===== config.mk =====
export PLATFORM = sky130hd
export DESIGN_NAME = sorted_priority_queue_flat
export DESIGN_NICKNAME = d
export VERILOG_FILES = /design/src/design/spq_pkg.sv /design/src/design/spq_in_if.sv /design/src/design/spq_out_if.sv /design/src/design/spq_mem.sv /design/src/design/spq_ctrl.sv /design/src/design/sorted_priority_queue.sv /design/src/flat_wrapper.sv
export SDC_FILE = /design/constraint.sdc
export NUM_CORES = 1
export LEC_CHECK = 0
export BUFFER_PORTS_ARGS = -buffer_cell sky130_fd_sc_hd__buf_2
export CAP_MARGIN = 25
export CORE_ASPECT_RATIO = 1.4
export CORE_UTILIZATION = 55
export DETAILED_ROUTE_END_ITERATION = 6
export GPL_TIMING_DRIVEN = 0
export PLACE_DENSITY = 0.79
export SLEW_MARGIN = 40
export SYNTH_ARGS = -nofsm -noshare
export SYNTH_HDL_FRONTEND = slang
export SYNTH_SLANG_ARGS = --single-unit

===== constraint.sdc =====
create_clock -name clk -period 11.9 [get_ports clk]
set_clock_uncertainty 0.2 [all_clocks]
set_input_delay 2.975 -clock clk [delete_from_list [all_inputs] [get_ports clk]]
set_output_delay 2.975 -clock clk [all_outputs]
set_load 0.02 [all_outputs]

===== src/design/spq_pkg.sv =====
// Package for the sorted priority queue: sizes, codes, entry and bus types, index helper.
`timescale 1ns / 1ps
`default_nettype none

package spq_pkg;

	localparam int DEPTH  = 16;
	localparam int PTR_W  = $clog2(DEPTH);
	localparam int CNT_W  = $clog2(DEPTH + 1);
	localparam int DATA_W = 32;
	localparam int PRIO_W = 8;
	localparam int OCC_W  = 5;
	localparam int ACT_W  = 2;
	localparam int STAT_W = 2;

	typedef enum logic [ACT_W-1:0] {
		ACT_ENQ  = 2'd0,
		ACT_DEQ  = 2'd1,
		ACT_PEEK = 2'd2
	} action_t;

	typedef enum logic [STAT_W-1:0] {
		STAT_OK        = 2'd0,
		STAT_OVERFLOW  = 2'd1,
		STAT_UNDERFLOW = 2'd2,
		STAT_EMPTY     = 2'd3
	} status_t;

	typedef enum logic [2:0] {
		S_IDLE,
		S_CMP,
		S_INS,
		S_HEAD,
		S_RESP
	} state_t;

	typedef struct packed {
		logic [PRIO_W-1:0]        prio;
		logic signed [DATA_W-1:0] data;
	} entry_t;

	typedef struct packed {
		logic             we;
		logic [PTR_W-1:0] waddr;
		entry_t           wdata;
		logic [PTR_W-1:0] raddr;
	} mem_req_t;

	typedef struct packed {
		status_t                  status;
		logic signed [DATA_W-1:0] data;
		logic [PRIO_W-1:0]        prio;
		logic [OCC_W-1:0]         occ;
	} result_t;

	// Physical slot of a logical position in the circular store.
	function automatic logic [PTR_W-1:0] spq_wrap(input logic [PTR_W-1:0] base,
		input logic [PTR_W-1:0] off);
		logic [PTR_W:0] sum;
		sum = {1'b0, base} + {1'b0, off};
		if (sum >= (PTR_W+1)'(DEPTH)) begin
			sum = sum - (PTR_W+1)'(DEPTH);
		end
		return sum[PTR_W-1:0];
	endfunction

endpackage

`default_nettype wire


===== src/design/spq_in_if.sv =====
// Request channel of the sorted priority queue: action, data word and priority.
`timescale 1ns / 1ps
`default_nettype none

interface spq_in_if
	import spq_pkg::*;
	();
	logic                     valid;
	logic                     ready;
	logic [ACT_W-1:0]         action;
	logic signed [DATA_W-1:0] item_data;
	logic [PRIO_W-1:0]        item_priority;

	modport source (output valid, output action, output item_data, output item_priority,
		input ready);
	modport sink (input valid, input action, input item_data, input item_priority,
		output ready);
endinterface

`default_nettype wire


===== src/design/spq_out_if.sv =====
// Response channel of the sorted priority queue: status, head entry and occupancy.
`timescale 1ns / 1ps
`default_nettype none

interface spq_out_if
	import spq_pkg::*;
	();
	logic                     valid;
	logic                     ready;
	logic [STAT_W-1:0]        status;
	logic signed [DATA_W-1:0] head_data;
	logic [PRIO_W-1:0]        head_priority;
	logic [OCC_W-1:0]         occupancy;

	modport source (output valid, output status, output head_data, output head_priority,
		output occupancy, input ready);
	modport sink (input valid, input status, input head_data, input head_priority,
		input occupancy, output ready);
endinterface

`default_nettype wire


===== src/design/spq_mem.sv =====
// Entry store: one write port and one registered read port.
`timescale 1ns / 1ps
`default_nettype none

module spq_mem
	import spq_pkg::*;
(
	input  wire logic     clk,
	input  wire mem_req_t req,
	output entry_t        rd_q
);

	entry_t mem_q [DEPTH];

	always_ff @(posedge clk) begin
		if (req.we) begin
			mem_q[req.waddr] <= req.wdata;
		end
		rd_q <= mem_q[req.raddr];
	end

endmodule

`default_nettype wire


===== src/design/spq_ctrl.sv =====
// Sequencer: head pointer, count and the insertion walk over the store.
`timescale 1ns / 1ps
`default_nettype none

module spq_ctrl
	import spq_pkg::*;
(
	input  wire logic     clk,
	input  wire logic     arst_n,
	input  wire logic     req_valid,
	output logic          req_ready,
	input  wire action_t  req_action,
	input  wire entry_t   req_item,
	output mem_req_t      mem_req,
	input  wire entry_t   rd_q,
	output logic          res_valid,
	input  wire logic     res_ready,
	output result_t       res
);

	state_t               st_q, st_next;
	logic [CNT_W-1:0]     count_q;
	logic [PTR_W-1:0]     head_q;
	logic [PTR_W-1:0]     pos_q;
	action_t              act_q;
	entry_t               item_q;
	status_t              res_status_q;
	logic signed [DATA_W-1:0] res_data_q;
	logic [PRIO_W-1:0]    res_prio_q;

	logic                 full, empty, shift, req_fire;
	logic [CNT_W-1:0]     count_m1;

	assign full     = (count_q == CNT_W'(DEPTH));
	assign empty    = (count_q == '0);
	assign shift    = (rd_q.prio < item_q.prio);
	assign count_m1 = count_q - CNT_W'(1);
	assign req_fire = req_valid && req_ready;

	always_comb begin
		st_next = st_q;
		case (st_q)
			S_IDLE: begin
				if (req_valid) begin
					case (req_action)
						ACT_ENQ: begin
							if (full) begin
								st_next = S_RESP;
							end else if (empty) begin
								st_next = S_INS;
							end else begin
								st_next = S_CMP;
							end
						end
						ACT_DEQ, ACT_PEEK: st_next = empty ? S_RESP : S_HEAD;
						default: st_next = S_RESP;
					endcase
				end
			end
			S_CMP: begin
				if (shift && (pos_q != PTR_W'(1))) begin
					st_next = S_CMP;
				end else begin
					st_next = S_INS;
				end
			end
			S_INS:  st_next = S_RESP;
			S_HEAD: st_next = S_RESP;
			S_RESP: begin
				if (res_ready) begin
					st_next = S_IDLE;
				end
			end
			default: st_next = S_IDLE;
		endcase
	end

	always_comb begin
		req_ready     = 1'b0;
		res_valid     = 1'b0;
		mem_req.we    = 1'b0;
		mem_req.waddr = spq_wrap(head_q, pos_q);
		mem_req.wdata = item_q;
		mem_req.raddr = head_q;
		case (st_q)
			S_IDLE: begin
				req_ready = 1'b1;
				if (req_action == ACT_ENQ) begin
					mem_req.raddr = spq_wrap(head_q, count_m1[PTR_W-1:0]);
				end
			end
			S_CMP: begin
				mem_req.raddr = spq_wrap(head_q, pos_q - PTR_W'(2));
				if (shift) begin
					mem_req.we    = 1'b1;
					mem_req.wdata = rd_q;
				end
			end
			S_INS:  mem_req.we = 1'b1;
			S_RESP: res_valid = 1'b1;
			default: ;
		endcase
	end

	assign res.status = res_status_q;
	assign res.data   = res_data_q;
	assign res.prio   = res_prio_q;
	assign res.occ    = OCC_W'(count_q);

	always_ff @(posedge clk or negedge arst_n) begin
		if (!arst_n) begin
			st_q    <= S_IDLE;
			count_q <= '0;
			head_q  <= '0;
		end else begin
			st_q <= st_next;
			if (st_q == S_INS) begin
				count_q <= count_q + CNT_W'(1);
			end
			if ((st_q == S_HEAD) && (act_q == ACT_DEQ)) begin
				head_q  <= spq_wrap(head_q, PTR_W'(1));
				count_q <= count_m1;
			end
		end
	end

	always_ff @(posedge clk) begin
		if (req_fire) begin
			act_q        <= req_action;
			item_q       <= req_item;
			pos_q        <= count_q[PTR_W-1:0];
			res_data_q   <= '0;
			res_prio_q   <= '0;
			res_status_q <= STAT_OK;
			case (req_action)
				ACT_ENQ:  if (full)  res_status_q <= STAT_OVERFLOW;
				ACT_DEQ:  if (empty) res_status_q <= STAT_UNDERFLOW;
				ACT_PEEK: if (empty) res_status_q <= STAT_EMPTY;
				default: ;
			endcase
		end
		if ((st_q == S_CMP) && shift) begin
			pos_q <= pos_q - PTR_W'(1);
		end
		if (st_q == S_HEAD) begin
			res_data_q <= rd_q.data;
			res_prio_q <= rd_q.prio;
		end
	end

`ifndef ASSERT_OFF
	a_count_bound: assert property (@(posedge clk) disable iff (!arst_n)
		count_q <= CNT_W'(DEPTH))
		else $error("entry count beyond store depth");

	a_one_item: assert property (@(posedge clk) disable iff (!arst_n)
		req_fire |=> (st_q != S_IDLE))
		else $error("sequencer idle right after taking a request");

	a_overflow_full: assert property (@(posedge clk) disable iff (!arst_n)
		(res_valid && (res_status_q == STAT_OVERFLOW)) |-> full)
		else $error("overflow reported with room in the store");

	a_no_write_idle: assert property (@(posedge clk) disable iff (!arst_n)
		mem_req.we |-> ((st_q == S_CMP) || (st_q == S_INS)))
		else $error("store written outside the insertion walk");
`endif

endmodule

`default_nettype wire


===== src/design/sorted_priority_queue.sv =====
// Top level of the sorted priority queue: sequencer, entry store and response register.
//
//  channel  dir  beat fields                                         handshake
//  req      in   action, item_data, item_priority                    valid/ready
//  rsp      out  status, head_data, head_priority, occupancy          valid/ready
//
// One request is worked on at a time. Errors and the unused action go straight to the
// response; dequeue and peek first read the head, and an enqueue into an empty store
// writes its entry directly. Any other enqueue first walks the store: the insertion
// walk reads one entry per cycle through the single read port of the store and writes
// it one place down.
// Reset returns the sequencer to idle and clears the count, head pointer and response
// valid; the store itself is never cleared, as nothing beyond the count is ever read.
// The response register lets a finished beat wait for rsp.ready while the next request
// is taken; a request finishing while that beat still waits holds in its last state.
`timescale 1ns / 1ps
`default_nettype none

module sorted_priority_queue
	import spq_pkg::*;
(
	input  wire logic clk,
	input  wire logic arst_n,
	spq_in_if.sink    req,
	spq_out_if.source rsp
);

	mem_req_t mem_req;
	entry_t   rd_q;
	entry_t   req_item;
	logic     res_valid;
	logic     res_ready;
	result_t  res;
	logic     out_vld_q;
	result_t  out_q;

	// The store is a circular buffer: dequeue only advances the head pointer, while
	// enqueue walks from the tail towards the head, moving lower-priority entries down.
	assign req_item.data = req.item_data;
	assign req_item.prio = req.item_priority;

	spq_ctrl u_ctrl (
		.clk        (clk),
		.arst_n     (arst_n),
		.req_valid  (req.valid),
		.req_ready  (req.ready),
		.req_action (action_t'(req.action)),
		.req_item   (req_item),
		.mem_req    (mem_req),
		.rd_q       (rd_q),
		.res_valid  (res_valid),
		.res_ready  (res_ready),
		.res        (res)
	);

	spq_mem u_mem (
		.clk  (clk),
		.req  (mem_req),
		.rd_q (rd_q)
	);

	// Response register: loads when empty or when its beat leaves in the same cycle.
	assign res_ready = !out_vld_q || rsp.ready;

	always_ff @(posedge clk or negedge arst_n) begin
		if (!arst_n) begin
			out_vld_q <= 1'b0;
		end else if (res_valid && res_ready) begin
			out_vld_q <= 1'b1;
		end else if (rsp.ready) begin
			out_vld_q <= 1'b0;
		end
	end

	always_ff @(posedge clk) begin
		if (res_valid && res_ready) begin
			out_q <= res;
		end
	end

	assign rsp.valid         = out_vld_q;
	assign rsp.status        = out_q.status;
	assign rsp.head_data     = out_q.data;
	assign rsp.head_priority = out_q.prio;
	assign rsp.occupancy     = out_q.occ;

endmodule

`default_nettype wire


===== src/flat_wrapper.sv =====
// flat-port wrapper written by rule: the top's interface ports become plain ports
module sorted_priority_queue_flat import spq_pkg::*;
  (clk, arst_n, req_valid, req_action, req_item_data, req_item_priority, req_ready, rsp_valid, rsp_status, rsp_head_data, rsp_head_priority, rsp_occupancy, rsp_ready);
  spq_in_if req_i ();
  spq_out_if rsp_i ();
  input  wire logic clk;
  input  wire logic arst_n;
  input wire logic [$bits(req_i.valid)-1:0] req_valid;
  input wire logic [$bits(req_i.action)-1:0] req_action;
  input wire logic [$bits(req_i.item_data)-1:0] req_item_data;
  input wire logic [$bits(req_i.item_priority)-1:0] req_item_priority;
  output wire logic [$bits(req_i.ready)-1:0] req_ready;
  output wire logic [$bits(rsp_i.valid)-1:0] rsp_valid;
  output wire logic [$bits(rsp_i.status)-1:0] rsp_status;
  output wire logic [$bits(rsp_i.head_data)-1:0] rsp_head_data;
  output wire logic [$bits(rsp_i.head_priority)-1:0] rsp_head_priority;
  output wire logic [$bits(rsp_i.occupancy)-1:0] rsp_occupancy;
  input wire logic [$bits(rsp_i.ready)-1:0] rsp_ready;
  assign req_i.valid = req_valid;
  assign req_i.action = req_action;
  assign req_i.item_data = req_item_data;
  assign req_i.item_priority = req_item_priority;
  assign req_ready = req_i.ready;
  assign rsp_valid = rsp_i.valid;
  assign rsp_status = rsp_i.status;
  assign rsp_head_data = rsp_i.head_data;
  assign rsp_head_priority = rsp_i.head_priority;
  assign rsp_occupancy = rsp_i.occupancy;
  assign rsp_i.ready = rsp_ready;
  sorted_priority_queue u_core (.clk(clk), .arst_n(arst_n), .req(req_i), .rsp(rsp_i));
endmodule

==> results.cfg <==
[route]
post-route-drc-count = 11
via_count = 20557
antenna_left = 0
via_per_inst = 6.09
drtPass1Iterations = 7
drtIter0Drc = 2388
wl_per_cell_um = 23.9
wirelength_um = 80800

[placement]
dp_slack_ns = 5.87
dpl.hpwl_um = 53200
routabilityCongestion = 0.867
post-place-cells = 3240
io_buffers = 94

[die]
io_pins = 95
num_rows = 104
chipWidth_um = 207
die-area_mm2 = 0.0598
initial_core_util = 0.560
core_mm2 = 0.0578
die_h_um = 289

[synthesis]
yosysTopAreaCellShare = 0.720
synth_cells = 2318
synth_enable_flop_cells = 775
syn_area_mm2 = 0.0323
ys_warn_count = 0
synthTopCellsByArea = edfxtp_1 (72%), nand2_1 (7.7%), nand3_1 (4.9%)
synthArstFlopShare = 0.0157
synth_cell_type_count = 55
ys_seq_area_frac = 0.754
syn_nets = 2394
synth_seq_cells = 828
synth_top_area_cell = edfxtp_1
synth_flop_cell = edfxtp_1
synth.avg_cell_area_um2 = 14.0

[worst_setup_path]
crit_path_cell_trace = buf_2, inv_1, ha_1, buf_2, o21a_1, o221a_2, nor2_2, clkbuf_1, nand3_1, nand4_1, mux2i_1
startpoint_type = input pin
crit_required_ns = 12.18
crit_arrival_ns = 5.70
crit_top_cell = buf_2
worstSetupPathType = input pin to flip-flop
slowest_delay_ns = 0.70
worstSetupEndpointType = flip-flop
worst_path_max_delay_cell = clkbuf_1
cp_max_fo = 10

[outcome]
violations = design-rule violations
status = complete, but fails checks

[clock_tree]
cts_max_level = 3
cts_resized = 0
cts_inserted_buffers = 73
clk_pin_slew_worst_paths_ns = 0.06
insertion_delay_ns = 0.62
cts_buffer_depth = 3
clock-sinks = 828
cts_hold_buf = 0
cts_tree = done
postCtsSetupBuffers = 0
clockRootBuffer = clkbuf_16

[final_layout]
multi_input_area_mm2 = 0.00716
fin_cells = 3374
diodes = 0
final_util = 0.644
fillers = 3838
fin_nets = 2650
regArea_mm2 = 0.0244
drive_above_1_share = 0.181
areaGrowthSynthToFinish_pct = 15.0

[grt]
grt_pass1_vias = 20858
gr-total-overflow = 0
grt_usage = 0.271
grt_max_degree = 41
antenna_found_initial = 0
grt_first_pass_wirelength_um = 119000

[power]
p_leak_uw = 0.0136
vdd_ir_drop_max_mv = 0.155
p_per_area_mw_per_mm2 = 288

[timing]
hold_viol = 0
setup_ws_ns = 6.49
setup_violations = 0
slew_headroom = 0.425
grt_setup_unrepaired = false
setup_tns_ns = 0
fin_crit_ns = 5.41
timing.fmax_mhz = 185
slew_viol_final = 0
fin_crit_sh = 0.455
tightest_slew_ns = 0.862

[job]
max-cap-violations = 0

[hold_path]
hold_class = flip-flop to flip-flop
==> Yosys cell counts (all sizes together) (2+ instances only) <==
cell,number
edfxtp,775
xor2,10
o221ai,2
mux2i,43
nand2,664
mux2,40
nor3b,3
dfrtp,13
and3,2
and2,40
o21bai,2
nor2,24
inv,25
fa,3
buf,102
or2,2
a21o,7
a21oi,6
o21ai,15
o211ai,3
o21a,2
nand4,84
nor4,5
ha,27
clkbuf,24
dfxtp,40
nand2b,4
nor3,5
xnor2,9
nand3,324
o221a,2
==> state kept, by name (all words and copies together), names as in the netlist <==
name,count
u_core.rsp.head_data,32
u_core.rsp.head_priority,8
u_core.rsp.occupancy,5
u_core.rsp.status,2
u_core.rsp.valid,1
u_core.u_ctrl.act_q,2
u_core.u_ctrl.count_q,5
u_core.u_ctrl.head_q,4
u_core.u_ctrl.item_q,40
u_core.u_ctrl.pos_q,4
u_core.u_ctrl.res_data_q,32
u_core.u_ctrl.res_prio_q,8
u_core.u_ctrl.res_status_q,2
u_core.u_ctrl.st_q,3
u_core.u_mem.mem_q,640
u_core.u_mem.rd_q,40
==> per-stage QoR <==
step	total power, uW	hold WS [ns]	instance area, um^2
after floorplan	6730	0.200	32300
after global placement	7950	0.201	33700
after detailed placement	8240	0.205	34800
after CTS	10600	0.202	37200
after global routing	11100	0.204	37200
final	10700	0.206	37200
==> logic make-up (layout without fill, tap and decap cells) <==
kind of cell	after synthesis	in the layout	share of synthesized area
and+or+nand+nor	1161	1161	0.162
adders and majority gates	30	30	0.0123
AOI/OAI and AO/OA	46	46	0.00975
xor gates and xnor gates	19	19	0.00515
muxes	83	83	0.0272
DFF	828	828	0.754
buffers and inverters	151	465	0.0287
==> critical path, delay by kind of cell <==
| kind | cells | cell delay [ns] |
|---|---|---|
| muxes | 1 | 0.10 |
| and+or+nand+nor | 3 | 0.78 |
| AOI/OAI and AO/OA | 2 | 0.53 |
| adders and majority gates | 1 | 0.22 |
| buffers and inverters | 4 | 1.07 |
==> cell usage in the layout (no fill, tap or decap), types with 19 or more instances in the layout <==
master,n
and2_1,40
buf_2,191
buf_4,25
buf_6,19
buf_8,23
clkbuf_1,36
clkbuf_16,74
clkinv_2,19
dfxtp_1,40
edfxtp_1,775
ha_1,27
inv_1,24
mux2_2,40
mux2i_1,43
nand2_1,664
nand3_1,315
nand4_1,84
==> final timing paths <==
check / slack [ns] / to / cells after the start / startpoint
min in group asynchronous: 2.04 / u_core.u_ctrl.count_q[0]$_DFFE_PN0P_ / 1 / arst_n
hold / removal: 0.21 / u_core.rsp.head_priority[6]$_DFFE_PP_ / 0 / u_core.u_ctrl.res_prio_q[6]$_SDFFCE_PN0P_
setup / recovery: 6.49 / u_core.u_mem.rd_q[34]$_DFF_P_ / 11 / req_action[0]
hold reg to reg: 0.21 / u_core.rsp.head_priority[6]$_DFFE_PP_ / 0 / u_core.u_ctrl.res_prio_q[6]$_SDFFCE_PN0P_
max in group asynchronous: 9.21 / u_core.rsp.valid$_DFFE_PN0P_ / 1 / arst_n
setup reg to reg: 7.66 / u_core.u_mem.mem_q[8][17]$_DFFE_PP_ / 13 / u_core.u_ctrl.item_q[37]$_DFFE_PP_
==> power breakdown <==
| part | leakage (uW) | internal (uW) | switching [uW] | total [uW] |
|---|---|---|---|---|
| logic | 0.00485 | 1270 | 2970 | 4240 |
| registers | 0.00754 | 3930 | 156 | 4090 |
| clock network | 0.00119 | 1340 | 1040 | 2380 |
| total | 0.0136 | 6540 | 4170 | 10700 |
==> cell type report <==
cell class	count	area share
buffer	126	0.0225
clock buffer	94	0.0534
clock inverter	39	0.0112
inverter	25	0.00259
multi-input combinational	1339	0.192
sequential	828	0.656
tap	742	0.0250
timing repair buffer	181	0.0369
==> routing by layer <==
metal / vias to the layer above / track usage / wire length, um / share of wire
met1: 10007 / 0.309 / 27400 / 0.34
met2: 1353 / 0.483 / 42100 / 0.52
met4: 0 / 0.143 / 3850 / 0.048
met3: 302 / 0.0484 / 7360 / 0.091
met5: - / 0 / 0 / 0
li1: 8895 / - / - / -
(Power assumes the default switching activity.)
